==> src/smes_pkg.sv <==
// Shared types, constants and codes of the sparse matrix entry store.
package smes_pkg;

  localparam int MAX_ROWS    = 256;
  localparam int MAX_COLS    = 256;
  localparam int CAPACITY    = 256;
  localparam int VALUE_WIDTH = 32;

  localparam int IDX_W     = $clog2(CAPACITY);
  localparam int CNT_W     = $clog2(CAPACITY + 1);
  localparam int SUM_W     = 40;
  localparam int CFG_W     = 9;
  localparam int CFG_IDX_W = 2;

  // register indexes
  localparam logic [CFG_IDX_W-1:0] REG_NUM_ROWS = 2'd0;
  localparam logic [CFG_IDX_W-1:0] REG_NUM_COLS = 2'd1;

  // request types
  localparam logic REQ_WRITE = 1'b0;
  localparam logic REQ_READ  = 1'b1;

  // status codes
  localparam logic [1:0] STAT_OK    = 2'd0;
  localparam logic [1:0] STAT_RANGE = 2'd1;
  localparam logic [1:0] STAT_FULL  = 2'd2;

  typedef struct packed {
    logic               req_type;
    logic [7:0]         row;
    logic [7:0]         col;
    logic signed [31:0] value;
  } req_t;

  typedef struct packed {
    logic [1:0]         status;
    logic signed [31:0] read_value;
    logic               found;
    logic [8:0]         nonzero_count;
    logic signed [39:0] total_sum;
  } rsp_t;

  // one word of the entry memory
  typedef struct packed {
    logic [7:0]                    row;
    logic [7:0]                    col;
    logic signed [VALUE_WIDTH-1:0] value;
  } entry_t;

  // outcome of one scan over the entry memory
  typedef struct packed {
    logic                          done;
    logic                          hit;
    logic [IDX_W-1:0]              hit_idx;
    logic signed [VALUE_WIDTH-1:0] hit_value;
    logic                          free_ok;
    logic [IDX_W-1:0]              free_idx;
  } scan_rsp_t;

  typedef enum logic [1:0] {
    S_IDLE,
    S_SCAN,
    S_DONE
  } state_t;

endpackage

==> src/smes_scan.sv <==
// Scan engine: walks the entry memory once, finds the matching entry and the lowest free slot.
module smes_scan (
  input  logic                       clk,
  input  logic                       rst,
  input  logic                       go,
  input  logic [7:0]                 key_row,
  input  logic [7:0]                 key_col,
  output logic                       ram_re,
  output logic [smes_pkg::IDX_W-1:0] ram_raddr,
  input  smes_pkg::entry_t           ram_rdata,
  input  logic                       slot_valid,
  output smes_pkg::scan_rsp_t        scan
);

  import smes_pkg::*;

  localparam logic [IDX_W-1:0] LAST = IDX_W'(CAPACITY - 1);

  logic                          scan_live;
  logic [IDX_W-1:0]              scan_idx;
  logic                          chk_live;
  logic [IDX_W-1:0]              chk_idx;
  logic                          chk_valid;
  logic                          hit;
  logic [IDX_W-1:0]              hit_idx;
  logic signed [VALUE_WIDTH-1:0] hit_value;
  logic                          free_ok;
  logic [IDX_W-1:0]              free_idx;
  logic                          done;
  logic                          match;

  assign ram_re    = scan_live;
  assign ram_raddr = scan_idx;
  assign match     = chk_valid && (ram_rdata.row == key_row) && (ram_rdata.col == key_col);

  // control
  always_ff @(posedge clk) begin
    if (rst) begin
      scan_live <= 1'b0;
      chk_live  <= 1'b0;
      hit       <= 1'b0;
      free_ok   <= 1'b0;
      done      <= 1'b0;
    end else begin
      done <= 1'b0;
      if (go) begin
        scan_live <= 1'b1;
        chk_live  <= 1'b0;
        hit       <= 1'b0;
        free_ok   <= 1'b0;
      end else begin
        chk_live <= scan_live;
        if (scan_live && scan_idx == LAST) begin
          scan_live <= 1'b0;
        end
        if (chk_live) begin
          if (match && !hit) begin
            hit <= 1'b1;
          end
          if (!chk_valid && !free_ok) begin
            free_ok <= 1'b1;
          end
          if (chk_idx == LAST) begin
            done <= 1'b1;
          end
        end
      end
    end
  end

  // datapath, no reset needed
  always_ff @(posedge clk) begin
    if (go) begin
      scan_idx <= '0;
    end else if (scan_live && scan_idx != LAST) begin
      scan_idx <= scan_idx + IDX_W'(1);
    end
    chk_idx   <= scan_idx;
    chk_valid <= slot_valid;
    if (!go && chk_live) begin
      if (match && !hit) begin
        hit_idx   <= chk_idx;
        hit_value <= ram_rdata.value;
      end
      if (!chk_valid && !free_ok) begin
        free_idx <= chk_idx;
      end
    end
  end

  always_comb begin
    scan.done      = done;
    scan.hit       = hit;
    scan.hit_idx   = hit_idx;
    scan.hit_value = hit_value;
    scan.free_ok   = free_ok;
    scan.free_idx  = free_idx;
  end

endmodule

==> config.mk <==
export PLATFORM = sky130hd
export DESIGN_NAME = smes_scan
export DESIGN_NICKNAME = d
export VERILOG_FILES = /design/src/smes_pkg.sv /design/src/smes_scan.sv
export SDC_FILE = /design/constraint.sdc
export NUM_CORES = 1
export LEC_CHECK = 0
export ABC_AREA = 1
export BUFFER_PORTS_ARGS = -buffer_cell sky130_fd_sc_hd__buf_4
export CAP_MARGIN = 5
export CORE_MARGIN = 2
export CORE_UTILIZATION = 40
export DETAILED_ROUTE_END_ITERATION = 7
export PLACE_DENSITY = 0.71
export SYNTH_ARGS = -nofsm -noshare
export SYNTH_HDL_FRONTEND = slang
export SYNTH_SLANG_ARGS = --single-unit
==> constraint.sdc <==
create_clock -name clk -period 3.1 [get_ports clk]
set_clock_uncertainty 0.1 [all_clocks]
set_input_delay 0.155 -clock clk [delete_from_list [all_inputs] [get_ports clk]]
set_output_delay 0.155 -clock clk [all_outputs]
set_load 0.01 [all_outputs]
# After elaboration in Yosys (flattened, before gate mapping)
# Cells that the tools add are included.
[totals]
inputBits = 68
word_cells = 39
reg_bits = 70
output_inout_bits = 60
[classes]
eq_ne = 5
n_reduce_logical = 18
mux = 3
bitwise = 1
n_addsub = 1
[op_table]
columns = ["cell", "n"]
rows = [
  ["== test 8 bit", 2],
  ["== test 8 bit, second input constant", 2],
  ["adder 8 x 1 -> 8 bit, second input constant", 1],
  ["!= test 8 bit, second input constant", 1],
  ["AND reduction 2 bit", 4],
  ["logical AND 1 bit", 7],
  ["logical NOT 1 bit", 4],
  ["two-way mux 1 bit", 3],
  ["OR reduction 3 bit", 1],
  ["nonzero test 2 bit", 1],
  ["OR reduction 2 bit", 1],
  ["NOT 1 bit", 1],
]

# Depth between registers and ports, before layout
# Gate-level depths: netlist of the first run.
[depth]
word_depth = 5
ltp_mapped = 9

# Worst setup path before layout of the first run
# OpenSTA, ideal clock, no wires.
[synth_timing]
kind = "register -> register"
start = "register hit"
end = "register hit_idx[0] (enable)"
path_stages_with_launch = 8
path_buffers = 0
required_time_ns = 2.563
synth_period_minus_slack_ns = 2.954
t_arrival_ns = 2.417
slack_ns = 0.146
cell_sequence = "dfxtp_1 inv_1 nand3_1 nor2_1 nand2_1 nor2_1 nand3_1 nor2_1"
[synth_between]
elab_chain_len = 3
[synth_lines]
columns = ["element", "line_no", "source"]
rows = [
  ["start, declared", "smes_scan.sv:24", "logic hit;"],
  ["start signal, assigned", "smes_scan.sv:41", "hit <= 1'b0;"],
  ["start signal, assigned", "smes_scan.sv:49", "hit <= 1'b0;"],
  ["start signal, assigned", "smes_scan.sv:58", "hit <= 1'b1;"],
  ["logical NOT 1 bit", "smes_scan.sv:81", "if (match && !hit) begin"],
  ["logical AND 1 bit", "smes_scan.sv:81", ""],
  ["AND reduction 2 bit (no source line)", "n/a", ""],
  ["end signal, assigned", "smes_scan.sv:82", "hit_idx <= chk_idx;"],
  ["end, declared", "smes_scan.sv:25", "logic [IDX_W-1:0] hit_idx;"],
]
# No other way between the ends.
# A chain may end at the register's enable or synchronous reset.

# Worst setup path after layout of the first run
[layout_timing]
start = "register hit"
end = "register hit_idx[3] (enable)"
# Same word-level chain as after synthesis.

==> out/results.txt, run 1 <==
Placer Congestion - 0.786
placed cell area - 0.00361 mm^2
antenna violations before repair - 0
Slew Viols, Final - 0
finished layout cell area - 0.00415 mm^2
Worst Path Required - 2.97 ns
Critical Path Max Stage Delay - 0.42 ns
first-pass GRT wire length - 9980 um
post-synth top area share - 55.9%
Routed Wire Length - 6460 um
Pwr Density - 448 mW/mm^2
die area - 0.00710 mm^2
drt first pass iters - 4
Setup CP Type - reg -> reg
vias in the first global route - 1993
Post-Route Hold Slack - 0.226 ns
grt ovf - 0
top post-synthesis cells by area - edfxtp_1 56%, dfxtp_1 17%, nand2_1 7.9%, inv_1 5.2%, nor2_1 2.9%
vias per cell - 4.43
dpl cells - 423
Finished Layout Cells - 474
setup bufs post-CTS - 0
max_cap viols - 0
clock period minus final worst setup slack - 1.80 ns
number of antenna repair diodes - 0
worst-path cell chain - inv_1 > nand3_1 > nor2_1 > nand2_1 > nor2_1 > nand3_1 > nor2_4 > buf_4
Syn Area/Cell - 11.6 um^2
1st-iter DRT viols - 63
largest net degree at the start of global routing - 41
WL/cell - 13.6 um
clock buffer count from CTS - 9
Max Clk Rate - 556 MHz
CP Launch Type - register
Die Wd - 84.3 um
# H-tree levels - 3
Critical Path End Type - register
Slew HR - 68.0%
most frequent cells in the layout - 129 x buf_4, 54 x nand2_1, 48 x edfxtp_1
worst-path maximum fanout - 40
final hold violation count - 0
worst min-delay path class - in -> reg
leading cell type in the layout, fill and taps excluded - buf_4
core outline area - 0.00628 mm^2
Setup-failing EPs final - 0
unrepaired setup endpoints after global routing - no
Row Count - 29
Slowest-stage cell, CP - buf_4
# nets final - 461
area of the mapped netlist - 0.00258 mm^2
Seq/Total Area, Yosys - 73.0%
IO Pins - 128
Clock Sinks - 70
DP Worst Slack - 1.29 ns
CP Data Arrival Time - 1.67 ns
Clock Tree Root - clkbuf_8
Gates resized, CTS repair - 0
Area Growth Syn to Fin - 61.1%
leak pwr - 1.88 nW
# port buffers - 127
Starting Density - 41.0%
synth unique cells - 21
DP HPWL - 4450 um
final worst slack - 1.30 ns
total track usage - 18.4%
status - complete, no violations
dominant cell type by area after synthesis - edfxtp_1
synthesized net count - 291
r2r setup slk - 1.30 ns
clk_lat worst skew - 0.33 ns
setup TNS - 0 ns
die height - 84.3 um
CTS max path bufs - 2
share of the cycle needed by the critical path after routing - 58.0%
# hold bufs at CTS - 35
clock-pin slew on the worst setup and hold paths - 0.07 ns
Syn. warnings - 0
Peak VDD IR - 0.306 mV
post-synthesis register bit count - 70
share of layout cells above drive strength 1 - 38.3%
Mapped Cells - 222
CTS tree - yes
# DRC - 0
vias - 2099
worst slew pin tran - 0.480 ns
ANT nets after route - 0
==> synthesized netlist by cell type <==
| library cell | instances |
|---|---|
| a21oi_1 | 5 |
| a21oi_2 | 4 |
| buf_4 | 3 |
| buf_6 | 1 |
| clkbuf_1 | 1 |
| clkinv_1 | 1 |
| dfxtp_1 | 22 |
| edfxtp_1 | 48 |
| ha_1 | 1 |
| inv_1 | 36 |
| inv_2 | 1 |
| nand2_1 | 54 |
| nand2_2 | 2 |
| nand3_1 | 6 |
| nand4_1 | 2 |
| nor2_1 | 20 |
| nor3_1 | 4 |
| nor3_4 | 1 |
| o21ai_1 | 4 |
| xnor2_1 | 2 |
| xor2_1 | 4 |
==> cells by family after synthesis <==
kind of cell    after synthesis  share of synthesized area, %
simple gates                 89                          14.3
flops                        70                          73.0
buf+inv                      43                          6.99
compound gates               13                          3.11
xor+xnor                      6                          2.04
fa+ha+maj                     1                         0.486
==> where the power goes <==
group          total (mW)  internal, mW  switching [mW]  leakage, nW
registers            1.01          1.00         0.00751        0.613
logic               0.162         0.103          0.0588         1.18
clock network       0.687         0.364           0.323       0.0863
total                1.86          1.47           0.389         1.88
==> per-layer routing <==
metal | vias up | global-route usage (%) | routed length, um
met5 | - | 0 | 0
met3 | 9 | 5.51 | 499
met1 | 950 | 21.1 | 2620
met2 | 89 | 32.4 | 3280
met4 | 0 | 6.89 | 61
li1 | 1051 | - | -
==> sequential cells by signal, indices dropped and copies added, names as in the netlist <==
| register | flops |
|---|---|
| hit_value | 32 |
| chk_idx | 8 |
| free_idx | 8 |
| hit_idx | 8 |
| ram_raddr | 8 |
| chk_live | 1 |
| chk_valid | 1 |
| done | 1 |
| free_ok | 1 |
| hit | 1 |
| ram_re | 1 |
==> worst max-delay path: cells and delay by family (launching register included) <==
| family | cells | cell delay [ns] |
|---|---|---|
| and+or+nand+nor | 6 | 0.54 |
| buffers and inverters | 2 | 0.48 |
| DFF | 1 | 0.31 |
==> path summary, 6_finish.rpt <==
path                                    start          to  depth (start not counted)
worst min-delay path            ram_rdata[45]         hit                          6
worst max-delay path                      hit  hit_idx[3]                          8
worst min register to register   ram_raddr[5]  chk_idx[5]                          0
worst max register to register            hit  hit_idx[3]                          8
==> stage by stage <==
step | util (%) | power [mW]
final | 66.1 | 1.86
after global placement | 57.5 | 1.15
after CTS | 66.1 | 1.88
after floorplan | - | 1.07
after global routing | 66.1 | 1.94
after detailed placement | 57.5 | 1.15
==> cell type report <==
cell class                 count  area (um^2)
sequential                    70         1880
clock inverter                 7         65.1
inverter                      38          143
timing repair buffer         164         1320
clock buffer                   9          124
tap                           77         96.3
multi-input combinational    109          522
fill                         476         2130
Power figures use the tool's default switching activity.
==> run 2, diff against run 1 <==
- PLACE_DENSITY: 0.71 -> 0.68
- clock period: 3.1 -> 1.8 ns (I/O delays scaled with it)
==> out/results.txt, run 2 (synthesized netlist as in run 1, its figures left out) <==
clock-pin slew on the worst setup and hold paths - 0.07 ns
met1 usage - 21.5%
clock buffer count from CTS - 9
vias per cell - 4.37
antenna violations before repair - 0
clk_lat worst skew - 0.33 ns
core outline area - 0.00628 mm^2
M3 GR Usage - 5.41%
drt first pass iters - 4
Routed Wire Length - 6180 um
largest net degree at the start of global routing - 41
worst slew pin tran - 0.232 ns
finished layout cell area - 0.00422 mm^2
Slew HR - 84.5%
Critical Path Max Stage Delay - 0.32 ns
Setup-failing EPs final - 0
Slowest-stage cell, CP - dfxtp_2
Starting Density - 41.0%
Pwr Density - 784 mW/mm^2
CTS max path bufs - 2
# nets final - 465
WL/cell - 12.9 um
unrepaired setup endpoints after global routing - no
most frequent cells in the layout - 132 x buf_4, 54 x nand2_1, 48 x edfxtp_1
DP HPWL - 4510 um
worst-path maximum fanout - 40
final hold violation count - 0
Worst Path Required - 1.72 ns
1st-iter DRT viols - 88
ANT nets after route - 0
status - complete, no violations
most frequent CP cell - nor2_1
worst min-delay path class - in -> reg
CP bufs+invs - 2
Setup CP Type - reg -> reg
leak pwr - 1.93 nW
first-pass GRT wire length - 9780 um
Clock Sinks - 70
# port buffers - 127
Max Clk Rate - 628 MHz
Die Wd - 84.3 um
CP Launch Type - register
share of the cycle needed by the critical path after routing - 88.5%
die height - 84.3 um
critical path's top delay family - simple AND/OR/NAND/NOR gates
Top reg by flops - hit_value
CTS tree - yes
dpl cells - 427
Finished Layout Cells - 478
GR Layer Usage met2 - 30.0%
final worst slack - 0.208 ns
Clock Tree Root - clkbuf_8
max_cap viols - 0
Stages on worst setup path - 8
CP Data Arrival Time - 1.51 ns
total track usage - 17.7%
number of antenna repair diodes - 0
R2R cell count - 8
Placer Congestion - 0.796
placed cell area - 0.00366 mm^2
Slew Viols, Final - 0
grt ovf - 0
Largest register FFs - 32
worst-path cell chain - inv_2 > nand3_2 > nor2_1 > nand2_1 > nor2_1 > nand3_1 > nor2_4 > buf_12
Hold Crit Depth - 6
die area - 0.00710 mm^2
GRT busiest layer - met2
DP Worst Slack - 0.201 ns
Area Growth Syn to Fin - 63.8%
vias in the first global route - 1984
share of layout cells above drive strength 1 - 40.1%
# DRC - 0
post-layout util - 67.2%
Gates resized, CTS repair - 0
IO Pins - 128
leading cell type in the layout, fill and taps excluded - buf_4
vias - 2087
Power Total - 3.31 mW
Peak VDD IR - 0.515 mV
clock period minus final worst setup slack - 1.59 ns
# H-tree levels - 3
Row Count - 29
Critical Path End Type - register
## run 2: changes by cell type in the layout (fill, tap and decap cells not counted), sizes merged
cell      before  now
clkinv         4    3
buf          129  133
inv           37   38
clkinvlp       3    1
clkbuf         9   11
## run 2: final timing paths
path                      start       endpoint  slack, ns
setup / recovery            hit  hit_value[18]       0.21
hold / removal    ram_rdata[45]            hit       0.16
setup reg to reg            hit  hit_value[18]       0.21
hold reg to reg    ram_raddr[2]     chk_idx[2]       0.30
## run 2: tightest hold or removal path, cell delays in order
cell and delay, ns:
buf_4 0.08, nand2_1 0.05, nand4_1 0.06, nor2_1 0.04
nand3_1 0.13, a21oi_1 0.08
## run 2: stage by stage
stage,setup TNS (ns),hold WS [ns]
floorplan,-2.56,0.0177
global placement,0,0.0961
detailed placement,0,0.101
CTS,0,0.150
global route,0,0.182
finish,0,0.160
## run 2: routing by layer
layer / routed length (um) / part of all wire, % / vias to the layer above
met1: 2600 / 42 / 943
met4: 62 / 1.0 / 0
met2: 3030 / 49 / 81
li1: - / - / 1057
met5: 0 / 0 / -
met3: 483 / 7.8 / 6
## run 2: power breakdown
part	switching (mW)	leakage, nW	internal [mW]	total [mW]
Sequential	0.00936	0.614	1.73	1.73
Combinational	0.103	1.21	0.182	0.286
Clock	0.562	0.105	0.725	1.29
Total	0.675	1.93	2.63	3.31
## run 2: final cells by class
type | count | area, um^2
clock buffer | 11 | 153
clock inverter | 5 | 56.3
fill | 483 | 2060
inverter | 38 | 143
multi-input combinational | 109 | 527
sequential | 70 | 1880
tap | 77 | 96.3
timing repair buffer | 168 | 1360
## run 2: repair_timing
action                    CTS  global route
hold endpoints to repair   43             0
hold buffers               35             0
setup buffers               0             0
==> run 3, diff against run 2 <==
- ABC_AREA: 1 -> 0
- PLACE_DENSITY: 0.68 -> 0.82
==> out/results.txt, run 3 <==
Starting Density - 41.1%
Post-synth EDFFs - 48
clock period minus final worst setup slack - 1.69 ns
# DRC - 0
Row Count - 28
Seq/Total Area, Yosys - 78.3%
Setup CP Type - reg -> reg
Synth Flop Type - edfxtp_1
unrepaired setup endpoints after global routing - no
largest net degree at the start of global routing - 41
CTS max path bufs - 2
Die Wd - 81.5 um
DP HPWL - 4220 um
WL/cell - 15.9 um
Routed Wire Length - 6520 um
# H-tree levels - 3
worst-path maximum fanout - 10
antenna violations before repair - 0
synthesized net count - 219
clock-pin slew on the worst setup and hold paths - 0.06 ns
CTS tree - yes
vias per cell - 4.66
share of the cycle needed by the critical path after routing - 94.0%
CP Launch Type - register
leak pwr - 1.70 nW
setup TNS - 0 ns
finished layout cell area - 0.00405 mm^2
Worst Path Required - 1.75 ns
async set or reset register ratio after synthesis - 0%
vias in the first global route - 1763
ANT nets after route - 0
Syn. warnings - 0
die area - 0.00664 mm^2
final hold violation count - 0
routed wl met2 - 3290 um
Setup-failing EPs final - 0
clock buffer count from CTS - 9
top post-synthesis cells by area - edfxtp_1 60%, dfxtp_1 18%, xor2_1 5.5%, a21oi_1 1.5%, nand2_1 1.3%
Slew HR - 78.1%
worst min-delay path class - in -> reg
clk_lat worst skew - 0.34 ns
r2r setup slk - 0.11 ns
worst slew pin tran - 0.325 ns
Met1 Wirelength - 2430 um
post-synthesis register bit count - 70
R2R cell count - 7
die height - 81.5 um
Top Metal Used - met4
Largest register FFs - 32
HP Start - ram_rdata[40]
vias - 1905
Clock Sinks - 70
share of layout cells above drive strength 1 - 47.6%
most frequent cells in the layout - 134 x buf_4, 48 x edfxtp_1, 35 x dlygate4sd3_1
number of antenna repair diodes - 0
area of the mapped netlist - 0.00240 mm^2
Clock Tree Root - clkbuf_8
Reg-to-Reg End - hit_value[15]
drt first pass iters - 4
Power Total - 3.04 mW
# port buffers - 127
Hold Crit Depth - 4
status - complete, no violations
post-synth top area share - 60.0%
Post-Route Hold Slack - 0.0749 ns
Placer Congestion - 0.714
dominant cell type by area after synthesis - edfxtp_1
Max Clk Rate - 591 MHz
Peak VDD IR - 0.687 mV
Mapped Cells - 150
Pwr Density - 750 mW/mm^2
leading cell type in the layout, fill and taps excluded - buf_4
core outline area - 0.00585 mm^2
worst r2r src - chk_live
placed cell area - 0.00350 mm^2
met3 WL - 610 um
top-count cell post-synth - edfxtp_1
max_cap viols - 0
1st-iter DRT viols - 85
# nets final - 398
Syn Area/Cell - 16.0 um^2
synth unique cells - 29
WHS Endpoint - hit
Area Growth Syn to Fin - 68.8%
grt ovf - 0
synth cell count leaders - 48 x edfxtp_1, 22 x dfxtp_1, 15 x xor2_1
Top reg by flops - hit_value
fillers - 376
total track usage - 19.1%
IO Pins - 128
Slew Viols, Final - 0
CP Data Arrival Time - 1.64 ns
Critical Path End Type - register
first-pass GRT wire length - 8940 um
-- run 3: changes by cell type in the layout (fill, tap and decap cells not counted), sizes merged, moves of 4 or more --
cell	previous run	this run
xor2	4	15
nor2	20	8
nor4	0	4
nand2	56	9
inv	38	4
-- run 3: what timing repair did --
item / CTS / global route
setup endpoints to repair: 0 / 40
hold buffers: 35 / 0
buffers inserted: 0 / 2
resized for setup: 0 / 3
endpoints found under the hold margin: 44 / 0
-- run 3: cell type report --
cell class	count	area (um^2)	area share [%]
multi-input combinational	72	505	12.5
clock buffer	11	131	3.24
timing repair buffer	172	1400	34.5
clock inverter	5	26.3	0.648
sequential	70	1880	46.4
inverter	4	15.0	0.370
tap	75	93.8	2.31
-- run 3: critical path, cell delays in order (launching register included) --
cell     delay (ns)
dfxtp_1        0.37
nand2_1        0.10
nor3_2         0.14
nand2_1        0.12
nor4_4         0.14
buf_4          0.18
buf_4          0.11
buf_6          0.14
-- run 3: logic make-up (layout without fill, tap and decap cells) --
group | count (synthesis) | after routing | share of synthesized area (%)
muxes | 1 | 1 | 0.417
and+or+nand+nor | 40 | 40 | 9.01
xor gates and xnor gates | 18 | 18 | 6.56
AOI/OAI and AO/OA | 12 | 12 | 3.44
DFF | 70 | 70 | 78.3
adders and majority gates | 1 | 1 | 0.521
buffers and inverters | 8 | 192 | 1.72
-- run 3: worst max path at each step --
stage,slack (ns),depth (start not counted),endpoint,from
after CTS,0.06,5,hit_value[26],chk_live
after floorplan,-0.78,4,hit_idx[0],key_col[7]
after global routing,0.0002,7,hit_value[0],chk_live
after detailed placement,-0.03,6,hit_value[17],key_col[7]
final,0.11,7,hit_value[15],chk_live
after global placement,-0.02,6,hit_value[23],key_col[7]
-- run 3: power breakdown --
part,leakage [nW],switching (mW),internal [mW]
combinational,1.00,0.0917,0.185
clock,0.0805,0.541,0.488
sequential,0.614,0.00874,1.73
total,1.70,0.641,2.40
-- run 3: metrics by stage --
| step | std cells | util (%) | worst slack (ns) |
|---|---|---|---|
| finish | 409 | 69.3 | 0.108 |
| CTS | 405 | 68.5 | 0.0638 |
| global route | 409 | 69.3 | 0.000153 |
| detailed placement | 354 | 59.9 | -0.0259 |
| floorplan | 150 | - | -0.778 |
| global placement | 354 | 59.9 | -0.0206 |
-- run 3: layer usage --
| metal | global-route usage [%] | vias up |
|---|---|---|
| met4 | 7.97 | 0 |
| li1 | - | 911 |
| met2 | 32.5 | 93 |
| met1 | 21.1 | 884 |
| met5 | 0 | - |
| met3 | 8.02 | 17 |
