===== src/smes_ram.sv =====
// Generic single-port-write, single-port-read RAM with registered read data.
module smes_ram #(
  parameter int WIDTH = 8,
  parameter int DEPTH = 16
) (
  input  logic                     clk,
  input  logic                     we,
  input  logic [$clog2(DEPTH)-1:0] waddr,
  input  logic [WIDTH-1:0]         wdata,
  input  logic                     re,
  input  logic [$clog2(DEPTH)-1:0] raddr,
  output logic [WIDTH-1:0]         rdata
);

  logic [WIDTH-1:0] mem [DEPTH];

  always_ff @(posedge clk) begin
    if (we) begin
      mem[waddr] <= wdata;
    end
    if (re) begin
      rdata <= mem[raddr];
    end
  end

endmodule


===== config.mk =====
export PLATFORM = sky130hd
export DESIGN_NAME = smes_ram
export DESIGN_NICKNAME = d
export VERILOG_FILES = /design/src/smes_ram.sv
export SDC_FILE = /design/constraint.sdc
export NUM_CORES = 1
export LEC_CHECK = 0
export BUFFER_PORTS_ARGS = -buffer_cell sky130_fd_sc_hd__buf_2
export CORE_MARGIN = 2
export CORE_UTILIZATION = 55
export DETAILED_ROUTE_END_ITERATION = 12
export GPL_TIMING_DRIVEN = 0
export MAX_ROUTING_LAYER = met4
export PLACE_DENSITY = 0.73
export REMOVE_ABC_BUFFERS = 1
export SLEW_MARGIN = 30
export SYNTH_ARGS = -nofsm -noshare
export SYNTH_HDL_FRONTEND = slang
export SYNTH_SLANG_ARGS = --single-unit

===== constraint.sdc =====
create_clock -name clk -period 2.3 [get_ports clk]
set_input_delay 0.23 -clock clk [delete_from_list [all_inputs] [get_ports clk]]
set_output_delay 0.23 -clock clk [all_outputs]
set_load 0.1 [all_outputs]

Yosys cells after proc, flatten, opt, wreduce, memory -nomap -nowiden
Memories as Yosys holds them, arrays and structs flattened. A register that Yosys moved wholly into a read port is not among the register bits.
Index checks and enable logic that the tools add are counted.
- word-level logic and storage cells: 3
- ROM bits: 0
- memory bits (writable): 128
- output and inout bits: 8
- latch bits: 0
- memories kept: 1
- input port bits: 19
- flip-flop bits (word level): 0
- memories (memory ; depth ; bits a word ; rd ports ; clocked after memory_dff ; write ports ; RTL line ; RTL):
    mem ; 16 ; 8 ; 1 ; 1 ; 1 ; 15 ; logic [WIDTH-1:0] mem [DEPTH];
- shift operators: 0
- add/subtract/negate cells: 0
- equality and inequality tests: 0
- divide/modulo/power cells: 0
- multipliers: 0
- bitwise gates (word level): 0
- reduce and logical (&&, ||, !) cells: 0
- magnitude comparators: 0
- muxes and demuxes: 2
- operators with widths (operator ; number):
    $mux 1 ; 2

Longest topological paths before layout
Gate-level depths: netlist of run 1.
- depth in word-level cells: 2
- mapped depth: 5

Least setup slack after synthesis of run 1
OpenSTA, ideal clock, no wires.
- path kind: input-to-reg
- from: in waddr[2]
- to: mem mem[0][0], enable pin
- arrival time: 1340 ps
- cell stages on the path: 2
- slack: 577 ps
- setup time: 383 ps
- required time: 1917 ps
- path buffers: 0
- path through: or3b_2 > nor3_1
- RTL lines (element ; RTL line ; RTL):
    from (decl) ; 8 ; input logic [$clog2(DEPTH)-1:0] waddr,
    to (decl) ; 15 ;
Straight into the memory's write port.

==> impl.org, run 1 <==
** Clock tree
- At the later pin of the worst-skew pair, clock insertion delay measures 0.51 ns.
- The clock passes through at most 2 buffers.
- In this run, CTS created clock tree buffers numbering 17.
- In this run the post-CTS setup repair buffer count came out at 0.
- Count of instances resized after the clock tree is built :: 0
- Number of buffers inserted by hold repair at cts :: 0
- Clock tree synthesis selected as its root buffer the cell sky130_fd_sc_hd__clkbuf_8.
- Counting every sink on the clock net gives 136.
- After clock tree synthesis, the clock-pin slew on the worst setup and hold paths is 0.06 ns.
- Deepest level of the CTS H-tree :: 4
- Clock tree from TritonCTS :: done

** Logic synthesis
- Mux share of post-synthesis cell area :: between 10% and 20%
- Area fraction in and, or, nand and nor cells after synthesis :: under 10%
- The synthesized design contains 136 register bits.
- Counting every instance in the synthesized netlist gives 229.
- Share of the synthesized netlist area taken by xor and xnor gates :: 0%
- Summed instance area of the synthesized netlist :: 5228 um^2
- Count of distinct cell types in the synthesized netlist :: 18
- Mean post-synth cell area :: 22.83 um^2
- Compound-gate portion of the synthesized area :: 2.298%
- Combinational family with the most area after synthesis :: multiplexers
- Share of the yosys chip area belonging to registers :: approximately 78%
- After Yosys synthesis, full adders, half adders and majority gates account for 0% of the synthesized area.
- Yosys warns :: 0

** Setup path
- STA classifies the critical path endpoint as a flop.
- For the worst setup path, the data required time is 2.54 ns.
- Critical path arrival :: approximately 1.8 ns
- The number of cells on the worst reg-to-reg path is 3.
- In this run the worst path has a maximum fanout of 32.
- Crit start category :: input port
- The worst setup path is of the input port to flop kind.
- Crit path cell chain :: buf_4 -> mux4_1 -> a22oi_1 -> nand2_1
- R2R Path Start :: mem[0][2]$_DFFE_PP_
- In this run the register-to-register setup slack is 0.74 ns.
- Worst r2r dst :: rdata[2]$_DFFE_PP_
- Crit path max-delay cell type :: sky130_fd_sc_hd__mux4_1
- On the worst path, the slowest cell contributes a delay of 0.65 ns.

** Routing
- Drt drc :: 0
- Number of detailed-route iterations in the first pass :: 5
- Detail-routed via count per cell :: between 5 and 6
- Wires add up to 9279 um.
- Initial DRC Count :: 230
- Post-route antenna net violation count :: 0
- After detailed routing, the average wire length per cell comes to approximately 23 um.
- Number of vias in the routed layout :: 2392

** Timing
- Final Skew :: 0.004952 ns
- Final Max Tran Viols :: 0
- The worst path meets setup with ~0.73 ns of slack.
- Fmax :: 635.5 MHz
- RSZ-0062 raised after global routing :: no
- The final critical path takes up 68.41% of the cycle.
- Period minus WS final :: 1.574 ns
- The tightest hold path in the finished design has a slack of 0.05439 ns.
- Count of final setup violators :: 0
- TNS Setup :: 0 ns
- Slew margin rel. :: 38.81%
- Count of final hold-check violations :: 0
- Transition time of the tightest slew-check pin :: 0.9144 ns

** Floorplan
- Top-level I/O count :: 27
- Std-Cell Rows :: 35
- The floorplan step defined a die boundary enclosing between 10000 and 15000 um^2.
- Once the floorplan was initialized, standard cells occupied 56.57% of the core.
- Die W :: 101.5 um
- Die Span Y :: 101.5 um
- The core region is a little over 9000 um^2.

** Hold path
- Worst hold path endpoint :: rdata[1]$_DFFE_PP_
- In this run the most critical hold path is launched from re.
- In this run the worst hold path is classified as input port to flop.
- Counting instances, the worst hold path has a depth of 1.

** Placement
- Summed over all nets, the half-perimeter wirelength after detailed placement is 5381 um.
- Gpl congestion :: approximately 0.74
- Input and output buffers added on the ports amount to 26.
- OpenSTA, run right after detailed placement, puts the worst setup slack at 0.1837 ns.
- Number of cells after detailed placement :: 376

** Cells and area
- Measured on the finished design, the core utilization comes to about two thirds.
- Relative to the synthesized area, the layout overhead comes to 16.85%.
- Fill cells in the final layout number 582.
- Number of inserted diodes :: 0
- For this run, the number of standard cells in the final layout without fillers is between 400 and 500.
- In the layout the commonest cells are sky130_fd_sc_hd__edfxtp_1, sky130_fd_sc_hd__buf_2, sky130_fd_sc_hd__mux4_2.
- At the end of the flow, the number of nets in the layout was 285.
- Fraction of layout instances using a drive strength above 1 :: 29.75%
- Leaving out fill and tap cells, the most frequent cell in the layout is sky130_fd_sc_hd__edfxtp_1.

** Pwr
- Sequential fraction of design power :: 46.6%
- Peak supply drop :: 0.5613 mV
- The share of total power dissipated in the clock network is 48.0%.
- Combinational logic burns between 5 and 6% of the power.
- P_leak :: 2.034 nW
- Internal power comes to 0.004766 W.
- Reported net switching power :: 0.001253 W
- Of the total power, the share spent switching nets is 20.81%.
- In this run the power density over the cells is 985.4 nW/um^2.

** Run status
- Run status :: finished, final reports clean

** Global routing
- Across every metal layer, demand over resource in global routing totals 20.85%.
- Summed over all layers, the global routing overflow is 0.
- Entering global routing, the biggest net connects 33 pins.
- The first global-routing pass estimated ~14000 um of wire.
- Number of antenna violations at the first check in global routing :: 0
- Via count of the first global-routing pass :: around 2.4k

** Run
- # Max-Cap Violations :: 0
==> per-layer routing <==
metal,track usage (%),wire [um],part of all wire [%],vias to the layer above
met3,5.452,655,7.1,7
met1,29.94,3990,43,1235
met5,-,0,0,-
li1,-,-,-,1057
met2,29.55,4541,49,93
met4,7.380,93,1.0,0
==> metrics by stage <==
step / total power [W] / instance area, um^2
4_1_cts: 0.006055 / 6108
3_5_place_dp: 0.003182 / 5470
3_3_place_gp: 0.003170 / 5433
2_1_floorplan: 0.003055 / 5141
5_1_grt: 0.006183 / 6108
6_report: 0.006019 / 6108
==> worst max-delay path: cells and delay by family <==
family | cells | cell delay [ns]
muxes | 1 | 0.65
and+or+nand+nor | 1 | 0.14
buffers and inverters | 1 | 0.46
AOI/OAI and AO/OA | 1 | 0.28
==> how the worst max path moves through the flow <==
stage	startpoint	endpoint	cells past startpoint	slack (ns)
final	raddr[0]	rdata[2]$_DFFE_PP_	4	0.73
after CTS	raddr[0]	rdata[2]$_DFFE_PP_	4	0.71
after detailed placement	raddr[0]	rdata[2]$_DFFE_PP_	4	0.18
after global routing	raddr[0]	rdata[2]$_DFFE_PP_	4	0.63
after global placement	raddr[0]	rdata[2]$_DFFE_PP_	4	-0.18
after floorplan	waddr[2]	mem[0][0]$_DFFE_PP_	2	0.58
==> Yosys cell counts <==
library cell,n,area share (%)
sky130_fd_sc_hd__a22oi_1,16,2.3
sky130_fd_sc_hd__and2_1,1,0.12
sky130_fd_sc_hd__and2b_1,1,0.14
sky130_fd_sc_hd__buf_2,3,0.29
sky130_fd_sc_hd__buf_4,1,0.14
sky130_fd_sc_hd__buf_6,3,0.65
sky130_fd_sc_hd__clkdlybuf4s25_2,3,0.57
sky130_fd_sc_hd__edfxtp_1,136,78
sky130_fd_sc_hd__mux4_1,14,7.0
sky130_fd_sc_hd__mux4_2,18,7.8
sky130_fd_sc_hd__nand2_1,9,0.65
sky130_fd_sc_hd__nand2b_1,2,0.24
sky130_fd_sc_hd__nand3_1,1,0.096
sky130_fd_sc_hd__nand3b_1,2,0.29
sky130_fd_sc_hd__nor2_1,13,0.93
sky130_fd_sc_hd__nor2b_1,1,0.12
sky130_fd_sc_hd__nor3_1,4,0.38
sky130_fd_sc_hd__or3b_2,1,0.17
==> logic make-up after synthesis <==
| kind of cell | Yosys count |
|---|---|
| AO/OA/AOI/OAI | 16 |
| multiplexers | 32 |
| buffers and inverters | 10 |
| AND/OR/NAND/NOR | 35 |
| flip-flops | 136 |
==> final cells by class <==
cell class / instances / area (um^2) / area share (%)
clock inverter: 15 / 224.0 / 3.667
multi-input combinational: 83 / 1077 / 17.64
sequential: 136 / 4084 / 66.86
clock buffer: 17 / 414.1 / 6.780
tap: 129 / 161.4 / 2.642
timing repair buffer: 28 / 147.6 / 2.417
==> power by group through the flow <==
stage | clock network (W) | logic (W) | registers (W)
finish | 0.00289 | 0.000323 | 0.00280
global route | 0.00303 | 0.000346 | 0.00281
CTS | 0.00292 | 0.000328 | 0.00281
detailed placement | 0 | 0.000326 | 0.00286
global placement | 0 | 0.000317 | 0.00285
floorplan | 0 | 0.000111 | 0.00294
==> state kept, by name (all words and copies together), names as in the netlist <==
name	cells
mem	128
rdata	8
No activity file was read; power rests on OpenSTA's default activity.
==> inputs of run 2 (changes only) <==
Clock period 2.3 ns to 1.5 ns, I/O delays scaled along.
==> run 2 against run 1 <==
  * Count of clock-buffer cells in the layout is the same
  * Wire length decreased by 0.41%
  * Worst hold slack got worse by 0.035 ns
  * First-iteration DRC count decreased by 9.6%
  * Design area up 0.61%
  * Sequential cell count stayed put
  * Critical path depth decreased by 1
  * Sequential power is 54% higher
  * Sequential share of layout area decreased by 0.41 points
  * Core utilization is 0.41 points higher
  * Combinational power rose by 59%
==> impl.org, run 2 (synthesis results as in run 1) <==
** Setup path
- Critical path arrival :: 1.72 ns (-0.09 ns)
- Worst setup path class :: flop to flop
- Critical path's top delay family :: multiplexers
- Worst-path maximum fanout :: 1 (-97%)
- The signal on the critical path passes through mux4_1 -> a22oi_2 -> nand2_1.
- The critical path data required time is 1.74 ns (-0.80 ns).
- The worst setup path is captured at a flop.
- The number of buffers and inverters on the critical path is 0 (-1).
- Crit path max-delay cell type :: sky130_fd_sc_hd__mux4_1
- The worst setup path is launched from a flop.
- Slowest Stage Delay on Critical Path :: 0.54 ns (-0.11 ns)

** Floorplan
- Die W :: 101.5 um (unchanged)
- Starting density of the core :: 56.57% (unchanged)
- Top-level I/O count :: 27 (unchanged)
- The number of standard-cell rows in the floorplan was 35 (unchanged).
- Core region area :: 9240 um^2 (unchanged)
- Die Span Y :: 101.5 um (unchanged)
- The die area is 10300 um^2 (unchanged).

** Routing
- The sum of routed wire length over all layers was 9241 um (-0.41%).
- Number of detailed-route iterations in the first pass :: 5 (unchanged)
- The routed wirelength normalized by instance count was 22.59 um (-0.65%).
- Post-route antenna net violation count :: 0 (unchanged)
- The number of vias per cell after detailed routing is 5.809 (-0.91%).
- The total DRC errors in the routed layout is 0 (unchanged).
- Number of vias in the routed layout :: 2376 (-0.67%)
- The number of design-rule violations left by the first detailed-router iteration is 208 (-9.6%).

** Clock tree
- Deepest level of the CTS H-tree :: 4 (unchanged)
- Clock-pin slew on the worst setup and hold paths :: 0.06 ns (about the same)
- The tree is rooted in a sky130_fd_sc_hd__clkbuf_8.
- TritonCTS Buffers :: 17 (unchanged)
- The number of buffers on the longest clock path came to 2 (unchanged).
- The clock latency at the later pin of the worst-skew pair was 0.50 ns (about the same).
- Clock tree from TritonCTS :: done
- The number of sinks driven by the clock tree is 136 (unchanged).

** Cells and area
- Most flops, register :: mem
- Leading cell type in the layout, fill and taps excluded :: sky130_fd_sc_hd__edfxtp_1
- In the layout the commonest cells are sky130_fd_sc_hd__edfxtp_1, sky130_fd_sc_hd__buf_2, sky130_fd_sc_hd__mux4_2.
- From synthesis to final layout, the design area changed by 17.57%.
- The flip-flop count of the largest register, all copies and words added came to 128 (unchanged).
- Layout net count :: 286 (+0.35%)
- The summed area of non-filler cells in the final layout was 6146 um^2 (+0.61%).
- The number of inserted diodes was 0 (unchanged).
- Number of standard cells in the layout, taps in and fillers out :: 409 (+0.25%)
- Fraction of layout instances using a drive strength above 1 :: 34.29% (+4.5 points)
- The largest registers in the layout are mem: 128 flops, rdata: 8 flops.
- Share of the core filled with cells in the final layout :: 66.51% (+0.41 points)

** Placement
- Number of cells after detailed placement :: 376 (unchanged)
- Gpl congestion :: 0.7392 (unchanged)
- The area of placed instances is 5470 um^2 (unchanged).
- The detailed placement HPWL is 5381 um (unchanged).
- The count of input and output buffers is 26 (unchanged).

** Timing
- Count of final hold-check violations :: 0 (unchanged)
- The number of failing setup endpoints in the final timing report was 0 (unchanged).
- Final clock period utilization by the worst path :: 98.20%
- The number of pins exceeding their max-slew limit in the final report is 0 (unchanged).
- After layout, the minimum clock period comes to 1.473 ns.
- Transition time of the tightest slew-check pin :: 0.9322 ns (+0.01775 ns)
- Setup repair after global routing could not meet its margin everywhere.
- Slew margin rel. :: 37.62% (-1.2 points)
- Fmax :: around 680 MHz
- The worst clock skew was 0.004873 ns (-0.00007827 ns).

** Global routing
- Via count of the first global-routing pass :: 2427 (-0.29%)
- Total routing resource utilization after global routing :: 20.84% (about the same)
- First-pass GRT wire length :: 14240 um (about the same)
- The maximum number of pins on one net before global-route repair was 33 (unchanged).
- Number of antenna violations at the first check in global routing :: 0 (unchanged)
- Residual overflow from global routing :: 0 (unchanged)

** Pwr
- Cell Pwr Density :: 1504 nW/um^2 (+53%)
- Peak supply drop :: 0.8656 mV (+54%)
- The leakage power figure is 2.025 nW (-0.47%).

** Hold path
- The min-delay analysis places its worst path in the category input port to flop.

** Run status
- Run status :: finished, final reports clean

** Run
- # Max-Cap Violations :: 0 (unchanged)
-- run 2: cell count changes in the layout (fill, tap and decap cells not counted), sizes merged --
cell	before	now
dlygate4sd3	0	1
-- run 2: where the power goes --
group	internal (W)	switching, W
Sequential	0.00428	0.0000190
Clock	0.00288	0.00155
Combinational	0.000159	0.000355
Total	0.00732	0.00192
-- run 2: cell type report --
| class | instances | area [um^2] |
|---|---|---|
| multi-input combinational | 83 | 1105 |
| tap | 129 | 161.4 |
| sequential | 136 | 4084 |
| timing repair buffer | 29 | 157.7 |
| clock buffer | 17 | 414.1 |
| fill | 581 | 3094 |
| clock inverter | 15 | 224.0 |
-- run 2: worst register-to-register path, cell delays in order (launching register included) --
cell and delay [ns]:
sky130_fd_sc_hd__edfxtp_1 0.35, sky130_fd_sc_hd__mux4_1 0.54, sky130_fd_sc_hd__a22oi_2 0.21, sky130_fd_sc_hd__nand2_1 0.11
-- run 2: what timing repair did --
item / in CTS / in global routing
gates resized for setup: 6 / 7
endpoints found under the setup margin: 4 / 5
pin swaps: 2 / 2
buffers inserted: 0 / 0
hold buffers: 1 / 0
endpoints found under the hold margin: 8 / 0
-- run 2: stage by stage --
stage               hold slack, ns  power [W]  worst slack, ns  setup TNS (ns)
finish                     0.01944   0.009243          0.02702               0
global route               0.01125   0.009503         -0.02580        -0.03972
CTS                       0.004743   0.009295         0.004165               0
detailed placement          0.4874   0.004879          -0.5363          -22.35
global placement            0.4846   0.004861          -0.8974          -37.45
floorplan                   0.2489   0.004684          -0.1429          -1.143
-- run 2: path summary, 6_finish.rpt --
kind	start	endpoint	slack, ns	depth (start not counted)
max	mem[9][2]$_DFFE_PP_	rdata[2]$_DFFE_PP_	0.03	3
min	wdata[3]	mem[0][3]$_DFFE_PP_	0.02	1
max reg2reg	mem[9][2]$_DFFE_PP_	rdata[2]$_DFFE_PP_	0.03	3
min reg2reg	mem[14][5]$_DFFE_PP_	rdata[5]$_DFFE_PP_	0.76	3
-- run 2: metal layers --
| layer | vias up | GRT usage, % | share of wire (%) |
|---|---|---|---|
| li1 | 1058 | - | - |
| met1 | 1199 | 30.07 | 43 |
| met2 | 106 | 29.44 | 48 |
| met3 | 13 | 5.383 | 7.6 |
| met4 | 0 | 7.380 | 1.5 |
| met5 | - | - | 0 |
==> inputs of run 3 (changes only) <==
Settings changed: PLACE_DENSITY 0.73 to 0.78.
==> run 3 against run 2 <==
  * Wire length is 1.8% lower
  * Design area down 1.3%
  * Combinational power rose by 3%
  * Global-route usage is 0.96 points lower
  * Critical path type unchanged
  * Critical endpoint is now rdata[3]$_DFFE_PP_
==> impl.org, run 3 (synthesis results as in run 1) <==
** Global routing
- Layer with the highest usage :: met2
- Via count of the first global-routing pass :: 2458 (+1.3%)
- The global-route met2 utilization was 29.95% (+0.51 points).
- Pin count of the biggest net entering global routing :: 33 (unchanged)
- The met3 routing resource usage after global routing is 7.384% (+2.0 points).
- The global-route wire length before repair was 13520 um (-5.1%).
- The number of antenna violations at the first check in global routing was 0 (unchanged).
- The total global routing overflow came to 0 (unchanged).
- Met1 Use GR :: 25.36% (-4.7 points)
- Total routing resource utilization after global routing :: 19.88% (-0.96 points)

** Floorplan
- The number of ports placed on the die boundary came to 27 (unchanged).
- The starting density of the core was 56.57% (unchanged).
- The die area was 10300 um^2 (unchanged).
- The width of the die came to 101.5 um (unchanged).
- Die Span Y :: 101.5 um (unchanged)
- The number of standard-cell rows in the floorplan is 35 (unchanged).
- The area of the core came to 9240 um^2 (unchanged).

** Cells and area
- The top cell types in the final layout, fill and taps aside, are sky130_fd_sc_hd__edfxtp_1, sky130_fd_sc_hd__mux4_2, sky130_fd_sc_hd__buf_2.
- The library cell used most frequently in the layout, excluding fill and tap cells, is sky130_fd_sc_hd__edfxtp_1.
- The number of inserted diodes came to 0 (unchanged).
- Largest regs :: mem: 128 flops, rdata: 8 flops
- Layout net count :: 284 (-0.70%)
- From synthesis to final layout, the design area changed by 15.99%.
- The fraction of layout cells with a size suffix above 1 is 35.38% (+1.1 points).
- The flip-flop count of the largest register, all copies and words added came to 128 (unchanged).
- Most flops, register :: mem

** Routing
- Post-route antenna net violation count :: 0 (unchanged)
- The number of design-rule violations left by the first detailed-router iteration came to 206 (-0.96%).
- The overall via count from detail_route is 2368 (-0.34%).
- Drt drc :: 0 (unchanged)
- Routed wirelength normalized by instance count :: 22.34 um (-1.1%)
- Wire length after detailed routing :: 9072 um (-1.8%)
- The detailed-routing iteration count for the pre-antenna-repair pass came to 5 (unchanged).
- Detail-routed via count per cell :: 5.833 (+0.40%)

** Timing
- The pin slew with the least headroom to its limit is 0.9102 ns (-0.02202 ns).
- The final critical path time including I/O delays and setup was 1.499 ns (+0.02580 ns).
- Final Max Tran Viols :: 0 (unchanged)
- The post-layout worst setup margin is 0.001216 ns (-0.02580 ns).
- Slew margin rel. :: 39.10% (+1.5 points)
- The number of failing setup endpoints in the final timing report came to 0 (unchanged).
- The final worst-path cycle share was 99.92% (+1.7 points).
- The worst clock skew was 0.001995 ns (-0.002878 ns).
- Count of final hold-check violations :: 0 (unchanged)
- Fmax :: 667.2 MHz (-1.7%)
- TNS Setup :: 0 ns (unchanged)

** Placement
- DP Worst Slack :: -0.5029 ns (+0.03346 ns)
- The count of input and output buffers is 26 (unchanged).
- The global placer's final weighted congestion is 0.7572 (+2.4%).
- The detailed placement HPWL is 5380 um (about the same).

** Setup path
- Worst setup endpoint :: rdata[3]$_DFFE_PP_
- The worst-path maximum fanout came to 1 (unchanged).
- Reg2reg path depth :: 3 (unchanged)
- Worst path required time :: 1.75 ns (about the same)
- Register-to-Register Setup Slack :: 0.001 ns (-0.03 ns)
- Critical path's top delay family :: multiplexers
- The slowest stage of the critical path is the sky130_fd_sc_hd__mux4_2 cell.
- Slowest Stage Delay on Critical Path :: 0.50 ns (-0.04 ns)
- The worst setup path is launched from a flop.
- The signal on the critical path passes through mux4_2 -> a22oi_2 -> nand2_1.
- Critical path capture point type :: flop
- The number of buffers and inverters on the critical path is 0 (unchanged).
- R2R Path Start :: mem[8][3]$_DFFE_PP_
- Worst r2r dst :: rdata[3]$_DFFE_PP_
- Worst setup path class :: flop to flop
- First element of the critical path :: mem[8][3]$_DFFE_PP_
- The worst path arrival time is 1.75 ns (+0.03 ns).
- The instance count on the critical path came to 3 (unchanged).

** Pwr
- The power after layout was 0.008793 W (-4.9%).
- Combinational share of power :: 6.0% (+0.4 points)
- The relative contribution of sequential cells to total power was 48.9% (+2.4 points).
- The net switching power was 0.001852 W (-3.8%).
- Int Power :: 0.006941 W (-5.2%)
- Sw frac :: 21.06% (+0.24 points)
- Clock group share of total power :: 45.1% (-2.8 points)
- Cell Pwr Density :: 1450 nW/um^2 (-3.6%)
- Peak supply drop :: 0.9961 mV (+15%)
- P_leak :: 1.956 nW (-3.4%)

** Clock tree
- Clock latency at the later pin of the worst-skew pair :: 0.51 ns (about the same)
- Clock sink count :: 136 (unchanged)
- The number of levels the H-tree was split into was 4 (unchanged).
- Clock-pin slew on the worst setup and hold paths :: 0.06 ns (about the same)
- The number of buffers on the longest clock path was 2 (unchanged).
- TritonCTS Buffers :: 17 (unchanged)
- The root buffer cell chosen for the clock tree is sky130_fd_sc_hd__clkbuf_8.
- Clock tree from TritonCTS :: done
- Number of setup buffers added after CTS :: 0 (unchanged)

** Run
- # Max-Cap Violations :: 0 (unchanged)

** Run status
- Run status :: finished, final reports clean

** Hold path
- In this run the worst hold path is classified as input port to flop.
## run 3: cell count changes in the layout (fill, tap and decap cells not counted), sizes merged
| cell | previous run | this run |
|---|---|---|
| inv | 3 | 0 |
| buf | 28 | 26 |
| clkinv | 5 | 6 |
| clkinvlp | 2 | 5 |
| bufinv | 5 | 3 |
## run 3: area by class of cell
cell class	count	area (um^2)
sequential	136	4084
fill	588	3177
multi-input combinational	83	1102
clock buffer	17	414.1
tap	129	161.4
clock inverter	14	158.9
timing repair buffer	27	142.6
## run 3: worst min path at each step
| stage | startpoint | end | slack, ns | cells after the start |
|---|---|---|---|---|
| 6_report | wdata[0] | mem[14][0]$_DFFE_PP_ | 0.03 | 1 |
| 5_1_grt | wdata[7] | mem[6][7]$_DFFE_PP_ | 0.02 | 1 |
| 4_1_cts | wdata[4] | mem[9][4]$_DFFE_PP_ | 0.007 | 1 |
| 3_5_place_dp | re | rdata[3]$_DFFE_PP_ | 0.49 | 1 |
| 3_3_place_gp | re | rdata[7]$_DFFE_PP_ | 0.48 | 1 |
| 2_1_floorplan | wdata[0] | mem[0][0]$_DFFE_PP_ | 0.25 | 0 |
## run 3: stage by stage
step | utilization (%) | cells | area [um^2] | hold WS (ns)
after floorplan | - | 219 | 5141 | 0.2489
after global placement | 58.79 | 374 | 5433 | 0.4820
after detailed placement | 59.04 | 374 | 5455 | 0.4940
after CTS | 65.50 | 406 | 6052 | 0.006511
after global routing | 65.62 | 406 | 6063 | 0.01744
final | 65.62 | 406 | 6063 | 0.02619
## run 3: timing repair
| item | 4_1_cts | 5_1_grt |
|---|---|---|
| hold endpoints to repair | 8 | 0 |
| hold buffers | 1 | 0 |
| pin swaps | 0 | 4 |
| resized for setup | 8 | 12 |
| setup endpoints to repair | 5 | 6 |
## run 3: metal layers
layer | part of all wire [%] | up-vias
met4 | 1.2 | 0
met2 | 49 | 111
met1 | 41 | 1201
li1 | - | 1045
met5 | 0 | -
met3 | 8.2 | 11
## run 3: power groups by stage
stage | clock network (W) | logic, W | registers (W)
2_1_floorplan | 0 | 0.000171 | 0.00451
5_1_grt | 0.00414 | 0.000560 | 0.00431
3_3_place_gp | 0 | 0.000482 | 0.00437
4_1_cts | 0.00399 | 0.000515 | 0.00430
3_5_place_dp | 0 | 0.000500 | 0.00438
6_report | 0.00396 | 0.000528 | 0.00430
